`src/hw/rtl/mmrab_pkg.sv`:
```
// Shared types, constants and the sequencer program for the region-to-block core.
// No dependencies.
package mmrab_pkg;

  localparam int unsigned CW      = 33;
  localparam int unsigned ORDER_W = 5;
  localparam int unsigned SUM_W   = 40;
  localparam int unsigned STEP_W  = 3;
  localparam int unsigned CFG_W   = 32;
  localparam int unsigned CFG_IDX_W = 2;

  localparam logic [SUM_W-1:0] SUM_MAX = {SUM_W{1'b1}};

  localparam logic [CFG_IDX_W-1:0] CFG_LOW_RESERVE  = 2'd0;
  localparam logic [CFG_IDX_W-1:0] CFG_HOLE_START   = 2'd1;
  localparam logic [CFG_IDX_W-1:0] CFG_HOLE_RESUME  = 2'd2;

  localparam logic [24:0] RST_LOW_RESERVE = 25'h0080000;
  localparam logic [23:0] RST_HOLE_START  = 24'h100000;
  localparam logic [31:0] RST_HOLE_RESUME = 32'h00400000;

  localparam logic [31:0] KIND_AVAILABLE = 32'd1;

  typedef struct packed {
    logic [31:0] region_base;
    logic [31:0] region_length;
    logic [31:0] region_kind;
  } in_item_t;

  typedef struct packed {
    logic [31:0]        block_base;
    logic [ORDER_W-1:0] block_order;
    logic [SUM_W-1:0]   usable_total;
    logic               last_block;
  } out_item_t;

  typedef enum logic [2:0] {
    OP_NONE,
    OP_LOAD,
    OP_CLIP,
    OP_SPLIT,
    OP_PIECE,
    OP_EMIT,
    OP_NEXT
  } op_e;

  typedef enum logic [2:0] {
    C_FALL,
    C_ALWAYS,
    C_NO_INPUT,
    C_REJECT,
    C_EMPTY,
    C_EMIT_STAY,
    C_NO_SECOND
  } cond_e;

  typedef struct packed {
    op_e               op;
    cond_e             cond;
    logic [STEP_W-1:0] target;
  } ucode_t;

  typedef struct packed {
    logic in_valid;
    logic reject;
    logic empty;
    logic emit_stay;
    logic no_second;
  } cond_flags_t;

  localparam logic [STEP_W-1:0] ST_IDLE  = 3'd0;
  localparam logic [STEP_W-1:0] ST_CHECK = 3'd1;
  localparam logic [STEP_W-1:0] ST_CLIP  = 3'd2;
  localparam logic [STEP_W-1:0] ST_SPLIT = 3'd3;
  localparam logic [STEP_W-1:0] ST_PIECE = 3'd4;
  localparam logic [STEP_W-1:0] ST_EMIT  = 3'd5;
  localparam logic [STEP_W-1:0] ST_NEXT  = 3'd6;
  localparam logic [STEP_W-1:0] ST_LOOP  = 3'd7;

  function automatic ucode_t ucode_rom(input logic [STEP_W-1:0] step);
    ucode_t w;
    unique case (step)
      ST_IDLE:  w = '{op: OP_LOAD,  cond: C_NO_INPUT,  target: ST_IDLE};
      ST_CHECK: w = '{op: OP_NONE,  cond: C_REJECT,    target: ST_IDLE};
      ST_CLIP:  w = '{op: OP_CLIP,  cond: C_FALL,      target: ST_IDLE};
      ST_SPLIT: w = '{op: OP_SPLIT, cond: C_FALL,      target: ST_IDLE};
      ST_PIECE: w = '{op: OP_PIECE, cond: C_EMPTY,     target: ST_NEXT};
      ST_EMIT:  w = '{op: OP_EMIT,  cond: C_EMIT_STAY, target: ST_EMIT};
      ST_NEXT:  w = '{op: OP_NEXT,  cond: C_NO_SECOND, target: ST_IDLE};
      ST_LOOP:  w = '{op: OP_NONE,  cond: C_ALWAYS,    target: ST_PIECE};
      default:  w = '{op: OP_NONE,  cond: C_ALWAYS,    target: ST_IDLE};
    endcase
    return w;
  endfunction

endpackage

```
`src/hw/rtl/memory_map_region_to_aligned_blocks_core.sv`:
```
// Blocks of an entry come out one per cycle while the output is not stalled; the step
// sequencer sets the rate and takes a new entry only once it is back at its idle step,
// so all blocks of an entry are issued before the next entry is accepted.
// Reset clears the step counter, the output valid and the byte total, and loads the
// configuration registers with their defaults. Depends on mmrab_pkg and mmrab_seq.
module memory_map_region_to_aligned_blocks_core import mmrab_pkg::*; #(
  parameter int unsigned PAGE_SHIFT = 12,
  parameter int unsigned ADDR_BITS  = 32
) (
  input  logic                 clk_i,
  input  logic                 rst_ni,
  input  logic                 in_valid_i,
  output logic                 in_stall_o,
  input  in_item_t             in_data_i,
  output logic                 out_valid_o,
  input  logic                 out_stall_i,
  output out_item_t            out_data_o,
  input  logic                 cfg_we_i,
  input  logic [CFG_IDX_W-1:0] cfg_idx_i,
  input  logic [CFG_W-1:0]     cfg_data_i
);

  localparam int unsigned PGW = ADDR_BITS - PAGE_SHIFT + 1;
  localparam logic [CW-1:0] LIMIT = CW'(1) << ADDR_BITS;
  localparam logic [CW-1:0] PG_MASK = (CW'(1) << PAGE_SHIFT) - CW'(1);

  logic [24:0] res_q;
  logic [23:0] hole_q;
  logic [31:0] resume_q;

  logic [CW-1:0]      base_q, end_q, cur_start_q, cur_end_q, p2_start_q;
  logic               kind_ok_q, has2_q, p2pg_q;
  logic [PGW-1:0]     first_q, stop_q;
  logic [SUM_W-1:0]   sum_q;
  logic               out_valid_q;
  out_item_t          out_q;

  ucode_t       word;
  cond_flags_t  flags;

  logic [CW-1:0]      res_w, hole_w, resume_w, end_full, end_clamp, p2s, ceil2;
  logic               split, can_load, emit_go, piece_ne;
  logic [PGW-1:0]     span, nxt, low_mask;
  logic [ORDER_W-1:0] order;
  logic [SUM_W:0]     sum_ext;

  assign res_w    = CW'(res_q);
  assign hole_w   = CW'(hole_q);
  assign resume_w = CW'(resume_q);

  assign end_full  = CW'(in_data_i.region_base) + CW'(in_data_i.region_length);
  assign end_clamp = (end_full > LIMIT) ? LIMIT : end_full;

  assign split = (base_q <= hole_w) && (hole_w < end_q);
  assign p2s   = (res_w > resume_w) ? res_w : resume_w;
  assign ceil2 = (p2s + PG_MASK) >> PAGE_SHIFT;

  assign piece_ne = cur_start_q < cur_end_q;
  assign sum_ext  = {1'b0, sum_q} + (SUM_W + 1)'(cur_end_q - cur_start_q);

  assign span = stop_q - first_q;
  always_comb begin
    order = '0;
    for (int o = 1; o < PGW; o++) begin
      low_mask = (PGW'(1) << o) - PGW'(1);
      if (((first_q & low_mask) == '0) && ((span >> o) != '0)) begin
        order = ORDER_W'(o);
      end
    end
    if (PGW == 1) begin
      low_mask = '0;
    end
  end
  assign nxt = first_q + (PGW'(1) << order);

  assign can_load = !out_valid_q || !out_stall_i;
  assign emit_go  = (word.op == OP_EMIT) && (first_q < stop_q) && can_load;

  assign flags.in_valid  = in_valid_i;
  assign flags.reject    = !kind_ok_q || (base_q >= end_q) ||
                           ((base_q < res_w) && (end_q <= res_w));
  assign flags.empty     = !piece_ne;
  assign flags.emit_stay = (first_q < stop_q) && !(can_load && (nxt >= stop_q));
  assign flags.no_second = !has2_q;

  mmrab_seq u_seq (
    .clk_i   (clk_i),
    .rst_ni  (rst_ni),
    .flags_i (flags),
    .word_o  (word)
  );

  assign in_stall_o  = word.op != OP_LOAD;
  assign out_valid_o = out_valid_q;
  assign out_data_o  = out_q;

  always_ff @(posedge clk_i or negedge rst_ni) begin
    if (!rst_ni) begin
      res_q    <= RST_LOW_RESERVE;
      hole_q   <= RST_HOLE_START;
      resume_q <= RST_HOLE_RESUME;
    end else if (cfg_we_i) begin
      unique case (cfg_idx_i)
        CFG_LOW_RESERVE: res_q    <= cfg_data_i[24:0];
        CFG_HOLE_START:  hole_q   <= cfg_data_i[23:0];
        CFG_HOLE_RESUME: resume_q <= cfg_data_i;
        default: ;
      endcase
    end
  end

  always_ff @(posedge clk_i or negedge rst_ni) begin
    if (!rst_ni) begin
      sum_q       <= '0;
      out_valid_q <= 1'b0;
      has2_q      <= 1'b0;
      p2pg_q      <= 1'b0;
    end else begin
      if (emit_go) begin
        out_valid_q <= 1'b1;
      end else if (!out_stall_i) begin
        out_valid_q <= 1'b0;
      end
      if (word.op == OP_SPLIT) begin
        has2_q <= split;
        p2pg_q <= split && (p2s < end_q) && (ceil2 < (end_q >> PAGE_SHIFT));
      end
      if ((word.op == OP_NEXT) && has2_q) begin
        has2_q <= 1'b0;
        p2pg_q <= 1'b0;
      end
      if ((word.op == OP_PIECE) && piece_ne) begin
        sum_q <= (sum_ext > {1'b0, SUM_MAX}) ? SUM_MAX : sum_ext[SUM_W-1:0];
      end
    end
  end

  always_ff @(posedge clk_i) begin
    unique case (word.op)
      OP_LOAD: begin
        if (in_valid_i) begin
          base_q    <= CW'(in_data_i.region_base);
          end_q     <= end_clamp;
          kind_ok_q <= in_data_i.region_kind == KIND_AVAILABLE;
        end
      end
      OP_CLIP: begin
        if (base_q < res_w) begin
          base_q <= res_w;
        end
      end
      OP_SPLIT: begin
        cur_start_q <= base_q;
        cur_end_q   <= split ? hole_w : end_q;
        p2_start_q  <= p2s;
      end
      OP_PIECE: begin
        first_q <= PGW'((cur_start_q + PG_MASK) >> PAGE_SHIFT);
        stop_q  <= PGW'(cur_end_q >> PAGE_SHIFT);
      end
      OP_EMIT: begin
        if (emit_go) begin
          first_q                <= nxt;
          out_q.block_base       <= 32'(CW'(first_q) << PAGE_SHIFT);
          out_q.block_order      <= order;
          out_q.usable_total     <= sum_q;
          out_q.last_block       <= (nxt >= stop_q) && !p2pg_q;
        end
      end
      OP_NEXT: begin
        if (has2_q) begin
          cur_start_q <= p2_start_q;
          cur_end_q   <= end_q;
        end
      end
      default: ;
    endcase
  end

endmodule

```
`src/hw/rtl/mmrab_seq.sv`:
```
// Step counter and control store of the region-to-block core.
// Depends on mmrab_pkg.
module mmrab_seq import mmrab_pkg::*; (
  input  logic        clk_i,
  input  logic        rst_ni,
  input  cond_flags_t flags_i,
  output ucode_t      word_o
);

  logic [STEP_W-1:0] pc_q, pc_d;
  ucode_t            word;
  logic              take;

  assign word   = ucode_rom(pc_q);
  assign word_o = word;

  always_comb begin
    unique case (word.cond)
      C_FALL:      take = 1'b0;
      C_ALWAYS:    take = 1'b1;
      C_NO_INPUT:  take = !flags_i.in_valid;
      C_REJECT:    take = flags_i.reject;
      C_EMPTY:     take = flags_i.empty;
      C_EMIT_STAY: take = flags_i.emit_stay;
      C_NO_SECOND: take = flags_i.no_second;
      default:     take = 1'b1;
    endcase
    pc_d = take ? word.target : pc_q + STEP_W'(1);
  end

  always_ff @(posedge clk_i or negedge rst_ni) begin
    if (!rst_ni) begin
      pc_q <= ST_IDLE;
    end else begin
      pc_q <= pc_d;
    end
  end

endmodule

```
`config.mk`:
```
export PLATFORM = sky130hd
export DESIGN_NAME = memory_map_region_to_aligned_blocks_core
export DESIGN_NICKNAME = d
export VERILOG_FILES = /design/src/hw/rtl/mmrab_pkg.sv /design/src/hw/rtl/memory_map_region_to_aligned_blocks_core.sv /design/src/hw/rtl/mmrab_seq.sv
export SDC_FILE = /design/constraint.sdc
export NUM_CORES = 1
export LEC_CHECK = 0
export BUFFER_PORTS_ARGS = -buffer_cell sky130_fd_sc_hd__buf_2
export CAP_MARGIN = 20
export CORE_UTILIZATION = 65
export CTS_CLUSTER_DIAMETER = 80
export CTS_CLUSTER_SIZE = 12
export DETAILED_ROUTE_END_ITERATION = 8
export GPL_TIMING_DRIVEN = 0
export PLACE_DENSITY = 0.9
export REMOVE_ABC_BUFFERS = 1
export SETUP_SLACK_MARGIN = 0.1
export SKIP_LAST_GASP = 1
export SYNTH_ARGS = -nofsm -noshare
export SYNTH_HDL_FRONTEND = slang
export SYNTH_SLANG_ARGS = --single-unit
export TNS_END_PERCENT = 100
```
`constraint.sdc`:
```
create_clock -name clk_i -period 24.7 [get_ports clk_i]
set_input_delay 4.94 -clock clk_i [delete_from_list [all_inputs] [get_ports clk_i]]
set_output_delay 4.94 -clock clk_i [all_outputs]
set_load 0.1 [all_outputs]
```
After elaboration in Yosys (flattened, before gate mapping)
Memories as Yosys holds them, arrays and structs flattened.
Index checks and enable logic that the tools add are counted.
Word-level totals
  bits in registers: 401
  bits in read-only memories: 72
  bits of input ports: 135
  output and inout bits: 80
  logic and storage cells: 198
  memories kept: 1
Cells by class
  add/sub/neg operators: 8
  $lt $le $gt $ge: 13
  equal/unequal tests: 20
  shift-type cells: 1
  muxes and demuxes: 40
  reductions and logical operators: 95
Memory list
  (name not given): words 8, bits a word 9, rd ports 1, clocked after Yosys merged registers in 0, write ports 0, line mmrab_pkg.sv:82  | unique case (step)
Operator list (number)
  $logic_not 21->1: 20
  $reduce_bool 21->1: 19
  $pmux 33 s2: 3
  $mux 33: 5
  $lt 21x21->1: 2
  $pmux 21 s2: 1
  $add 40x41->41: 1
  $gt 41x40->1 const B: 1
  $mux 40: 1
  $sub 33x33->34: 1
  $add 32x12->33 const B: 1
  $add 32x32->33: 1
  $add 33x12->33 const B: 1
  $ge 33x33->1: 1
  $gt 33x33->1 const B: 1
  $le 33x24->1: 1
  $le 33x25->1: 1
  $lt 24x33->1: 1
  $lt 32x33->1: 1
  $lt 33x25->1: 1
  $lt 33x33->1: 1
  $eq 32x1->1 const B: 1
  $gt 25x32->1: 1
  $mux 32: 1
  28 further kinds: 109

Logic depth before layout (Yosys ltp)
  depth after elaboration: 31
  depth in mapped cells: 39
  gate-level depth less buffers: 38

Modules after synthesis
Synthesis repeated with hierarchy kept, for this count alone.
Unflattened totals
  cells, all modules: 3001
  area, all modules: 29259.3 um^2
Modules (own cells, without submodules)
  memory_map_region_to_aligned_blocks_core: instances 1, cells each 2954, area an instance 28866.4 um^2, sequential area each 11244.5 um^2
  mmrab_seq: instances 1, cells each 47, area an instance 392.9 um^2, sequential area each 75.1 um^2

Worst setup path before layout
Ideal clock, no wire load.
  kind: input port to flip-flop
  start: input out_stall_i
  end: register first_q[0], enable pin
  setup time: 0.352 ns
  arrival time: 8.935 ns
  required time: 24.348 ns
  slack: 15.413 ns
  stages: 2
  buffers on the path: 0
  cell sequence: a21oi_1 -> or2_2
Between the ends
  longest elaborated chain between the ends: 5
Ends and longest elaborated chain
  start: declaration: line memory_map_region_to_aligned_blocks_core.sv:16  | input logic out_stall_i,
  $logic_not 1->1
  $logic_or 1x1->1: line memory_map_region_to_aligned_blocks_core.sv:76  | assign can_load = !out_valid_q || !out_stall_i;
  $logic_and 1x1->1: line memory_map_region_to_aligned_blocks_core.sv:77  | assign emit_go = (word.op == OP_EMIT) && (first_q < stop_q) && can_load;
  $ne 2x2->1 (no source line)
  $reduce_and 2->1 (no source line)
  end signal: assignment: line memory_map_region_to_aligned_blocks_core.sv:158  | first_q <= PGW'((cur_start_q + PG_MASK) >> PAGE_SHIFT);
  end signal: assignment: line memory_map_region_to_aligned_blocks_core.sv:163  | first_q <= nxt;
  end: declaration: line memory_map_region_to_aligned_blocks_core.sv:33  | logic [PGW-1:0] first_q, stop_q;
No other way between the ends.
A chain may end at the register's enable or synchronous reset.

Final worst setup path
  start: register first_q[0]
  end: register u_seq.pc_q[2]
Between the ends
  longest elaborated chain between the ends: 31
Ends and longest elaborated chain
  $sub 21x21->21: line memory_map_region_to_aligned_blocks_core.sv:61  | assign span = stop_q - first_q;
  $reduce_bool 21->1: line memory_map_region_to_aligned_blocks_core.sv:66  | if (((first_q & low_mask) == '0) && ((span >> o) != '0)) begin
  $logic_and 1x1->1: line memory_map_region_to_aligned_blocks_core.sv:66
  $mux 1: line memory_map_region_to_aligned_blocks_core.sv:66
  $mux 2 (2 in a row): line memory_map_region_to_aligned_blocks_core.sv:66
  $mux 3 (4 in a row): line memory_map_region_to_aligned_blocks_core.sv:66
  $mux 4 (8 in a row): line memory_map_region_to_aligned_blocks_core.sv:66
  $mux 5 (5 in a row): line memory_map_region_to_aligned_blocks_core.sv:66
  $shl 1x5->21: line memory_map_region_to_aligned_blocks_core.sv:74  | assign nxt = first_q + (PGW'(1) << order);
  $add 21x21->21: line memory_map_region_to_aligned_blocks_core.sv:74
  $ge 21x21->1: line memory_map_region_to_aligned_blocks_core.sv:83  | assign flags.emit_stay = (first_q < stop_q) && !(can_load && (nxt >= stop_q));
  $logic_and 1x1->1: line memory_map_region_to_aligned_blocks_core.sv:83
  $logic_not 1->1: line memory_map_region_to_aligned_blocks_core.sv:83
  $logic_and 1x1->1 *: line memory_map_region_to_aligned_blocks_core.sv:83
  $pmux 1 s6 *: line mmrab_seq.sv:18  | unique case (word.cond)
  $mux 3 *: line mmrab_seq.sv:28  | pc_d = take ? word.target : pc_q + STEP_W'(1);
  net u_seq.pc_d[2]: line mmrab_seq.sv:10  | logic [STEP_W-1:0] pc_q, pc_d;
  end signal: assignment: line mmrab_seq.sv:35  | pc_q <= pc_d;
  end: declaration: line mmrab_seq.sv:10
Mark *: on every way through the listed nets, which the timed path passes. The rest lies on a longest branch.

==> run metrics <==
status finished, final reports clean; RSZ-0062 raised after global routing no; Maximum Capacitance Violations 0; maximum level of the CTS H-tree 2; count of buffers from port buffering 202; GR Overflow Total 0; sequential-to-total area share from yosys stat 38.6%; sum of net half-perimeters after detailed placement 61,700 um; fraction of final layout cells sized beyond drive strength 1 13.4%; Gate Count Post-Synth 2,940; Cell Count Post-Placement 3,681; CTS tree yes; main flop type after synthesis edfxtp_1; Clock Sink Count around 400; achievable clock frequency 101 MHz; Layout Area Growth over Synthesis 10.1%; Final Hold Fails 0; power dissipated by switching net loads 1.85 mW; post-detailed-route count of antenna-violating nets 0; number of clock buffers inserted by TritonCTS 39; distinct cell type count of the synthesized netlist 93; leakage power summed over all cells between 10 and 15 nW; total die area 45,900 um^2; required time at the endpoint of the critical path 25,160 ps; detailed-route vias per instance between 6 and 7; Max stage delay on crit path around 630 ps; wire length on met2 37,700 um; highest layer used for signal routing met4; path category of the worst min-delay check reg2reg; Yosys warnings 0; endpoints failing setup 0; CTS-repair resized insts 0; cell repeated most along the worst path a21oi_1; Post-CTS Hold Buffers 0; met1 wire length about 32,000 um; area inside the core boundary 44,300 um^2; Total GRT Usage between 30% and 40%; PD cells 126 nW/um^2; number of DRC markers after the initial detailed-route iteration 2,060; drt drc 0; largest clock skew in the final design 28.0 ps; ys async rst share between 30% and 40%; detailed-router iteration count before antenna repair 9; mean area per synthesized cell 9.97 um^2; final worst-path cycle share about two fifths; Post-synth EDFFs between 200 and 300; worst slew margin relative to its limit about a fifth; total internal power 2.21 mW; largest voltage drop on the vdd net 0.0000904 V; die width between 200 and 250 um; final setup TNS 0 ps; routed length on met3 5030 um; combinational group share of total power between 50 and 60%; number of rows created at floorplan just under 80; endpoint class of the critical path flip-flop; register bit count reported by yosys about 400; switch share between 40% and 50%; maximum fanout along the worst path 10; wire length per cell 20.8 um; DRT Wirelength 78,000 um; largest net degree at the start of global routing 95; vertical die dimension about 210 um; Layout fillers 3,144; total vias in the final route 24.0k; crit start category flip-flop; routability congestion estimate 0.977; Slew Limit Fails 0; power share of the sequential group 28.0%; Boundary Pins approximately 220; maximum buffer depth of the clock tree 3; number of diodes added for antenna fixing 0; clock share of power 13.9%; buffer cell driving the clock tree root clkbuf_16; initial antenna violation count 0; post-CTS setup-driven buffer insertion count 0; insertion delay to the later sink of the worst-skew pair 580 ps; via count of the first global-routing pass 23.7k; CP max stage cell a2111oi_0; post-layout utilization of the core 72.8%; crit path DAT 10,380 ps; starting density of the core 66.1%; critical path class reg2reg; number of nets in the layout 3,647; Worst-Margin Slew 1180 ps; wire length of the first global-routing pass 123,000 um; number of standard cells in the final layout excluding fillers 3,752; final critical delay including setup and external delays 9920 ps; synthesized cell area 29,300 um^2; clock transition at the registers of the reported paths about 70 ps
[flip-flops by register name, summed over array words and instances (netlist names)]
signal	cells
cur_start_q	32
p2_start_q	32
first_q	21
end_q	33
cur_end_q	33
out_data_o	66
res_q	25
has2_q	1
sum_q	40
base_q	32
kind_ok_q	1
stop_q	21
resume_q	32
hole_q	24
u_seq.pc_q	3
p2pg_q	1
out_valid_o	1
[power by group through the flow]
stage,clock network [mW],logic (mW),registers (mW)
floorplan,0,1.66,1.16
global placement,0,2.16,1.14
detailed placement,0,2.29,1.14
CTS,0.571,2.32,1.13
global route,0.597,2.57,1.15
finish,0.565,2.36,1.14
[worst paths after layout]
kind                                         start                        to  slack [ps]  cells past startpoint
min in group asynchronous                   rst_ni     sum_q[35]$_DFFE_PN0P_        4260                      1
setup reg to reg              first_q[0]$_DFFE_PP_   u_seq.pc_q[2]$_DFF_PN0_       14780                     34
hold / removal             cur_end_q[30]$_DFFE_PP_      stop_q[18]$_DFFE_PP_         470                      0
hold reg to reg            cur_end_q[30]$_DFFE_PP_      stop_q[18]$_DFFE_PP_         470                      0
max in group asynchronous                   rst_ni  resume_q[22]$_DFFE_PN1P_       19570                      2
setup / recovery              first_q[0]$_DFFE_PP_   u_seq.pc_q[2]$_DFF_PN0_       14780                     34
[placed cells by master, fill, tap and decap left out, types with 18 or more instances in the layout]
cell type	count
ha_1	376
edfxtp_1	271
o21bai_1	18
dfrtp_1	124
inv_1	254
nor2_1	163
o21ai_0	174
a31oi_1	25
nor2b_1	46
clkbuf_1	27
xor2_1	45
clkbuf_16	40
nor4_1	32
o211ai_1	24
nand2b_1	35
nor3_1	73
and2_1	25
a21o_1	110
mux2_2	97
and3_1	22
nand4_1	57
a21oi_1	173
o21a_1	55
o22a_1	39
xnor2_1	95
nand3_1	54
a211oi_1	31
nand2_1	169
buf_2	201
mux2i_1	47
[worst max-delay path: cells and delay by family, from the launching register on]
family / cells / cell delay, ps
muxes: 1 / 150
buffers and inverters: 2 / 120
xor gates and xnor gates: 1 / 190
and+or+nand+nor: 6 / 1960
adders and majority gates: 4 / 1250
AOI/OAI and AO/OA: 20 / 5580
DFF: 1 / 530
[metal layers]
metal	vias up	track usage, %
met2	942	57.7
li1	11300	-
met4	0	13.2
met3	189	4.68
met5	-	0
met1	11500	42.9
[synth_stat cells (31+ instances only)]
cell type / number / share of area (%)
nand2b_1: 36 / 0.77
mux2_2: 97 / 3.7
xnor2_1: 95 / 2.8
nor2b_1: 46 / 0.98
nand2_1: 170 / 2.2
inv_1: 255 / 3.3
dfrtp_1: 124 / 11
a21oi_1: 175 / 3.0
edfxtp_1: 271 / 28
nor4_1: 33 / 0.70
ha_1: 376 / 16
nand3_1: 54 / 0.92
a211oi_1: 31 / 0.79
xor2_1: 45 / 1.3
nand4_1: 57 / 1.2
clkbuf_1: 58 / 0.74
o22a_1: 39 / 1.2
nor3_1: 73 / 1.2
o21a_1: 55 / 1.4
a21o_1: 110 / 2.8
mux2i_1: 47 / 1.6
nor2_1: 166 / 2.1
o21ai_0: 175 / 3.0
[stage by stage]
| step | worst slack, ps | hold WS [ps] | instance area, um^2 | total power, mW |
|---|---|---|---|---|
| 6_report | 14780 | 472 | 32300 | 4.06 |
| 5_1_grt | 14250 | 488 | 32300 | 4.32 |
| 4_1_cts | 14860 | 474 | 32300 | 4.02 |
| 3_5_place_dp | 14590 | 463 | 31100 | 3.43 |
| 3_3_place_gp | 13930 | 458 | 30700 | 3.30 |
| 2_1_floorplan | 15410 | 431 | 29000 | 2.82 |
[logic make-up after synthesis]
kind of cell | count (synthesis) | synth area share [%]
buffers and inverters | 338 | 4.54
multiplexers | 144 | 5.33
other | 1 | 0.0128
XOR/XNOR | 141 | 4.24
AND/OR/NAND/NOR | 759 | 13.3
adder cells (fa/ha/maj) | 381 | 16.4
AO/OA/AOI/OAI | 778 | 17.6
flip-flops | 398 | 38.6
[layout make-up]
type	count	area, um^2	area share, %
multi-input cells	2215	16800	52.0
flip-flops and latches	398	11300	35.1
repair buffers	221	1340	4.16
clock buffers	67	1100	3.42
inverters	256	961	2.98
well taps	592	741	2.30
clock inverters	3	36.3	0.112
(Power assumes the default switching activity.)
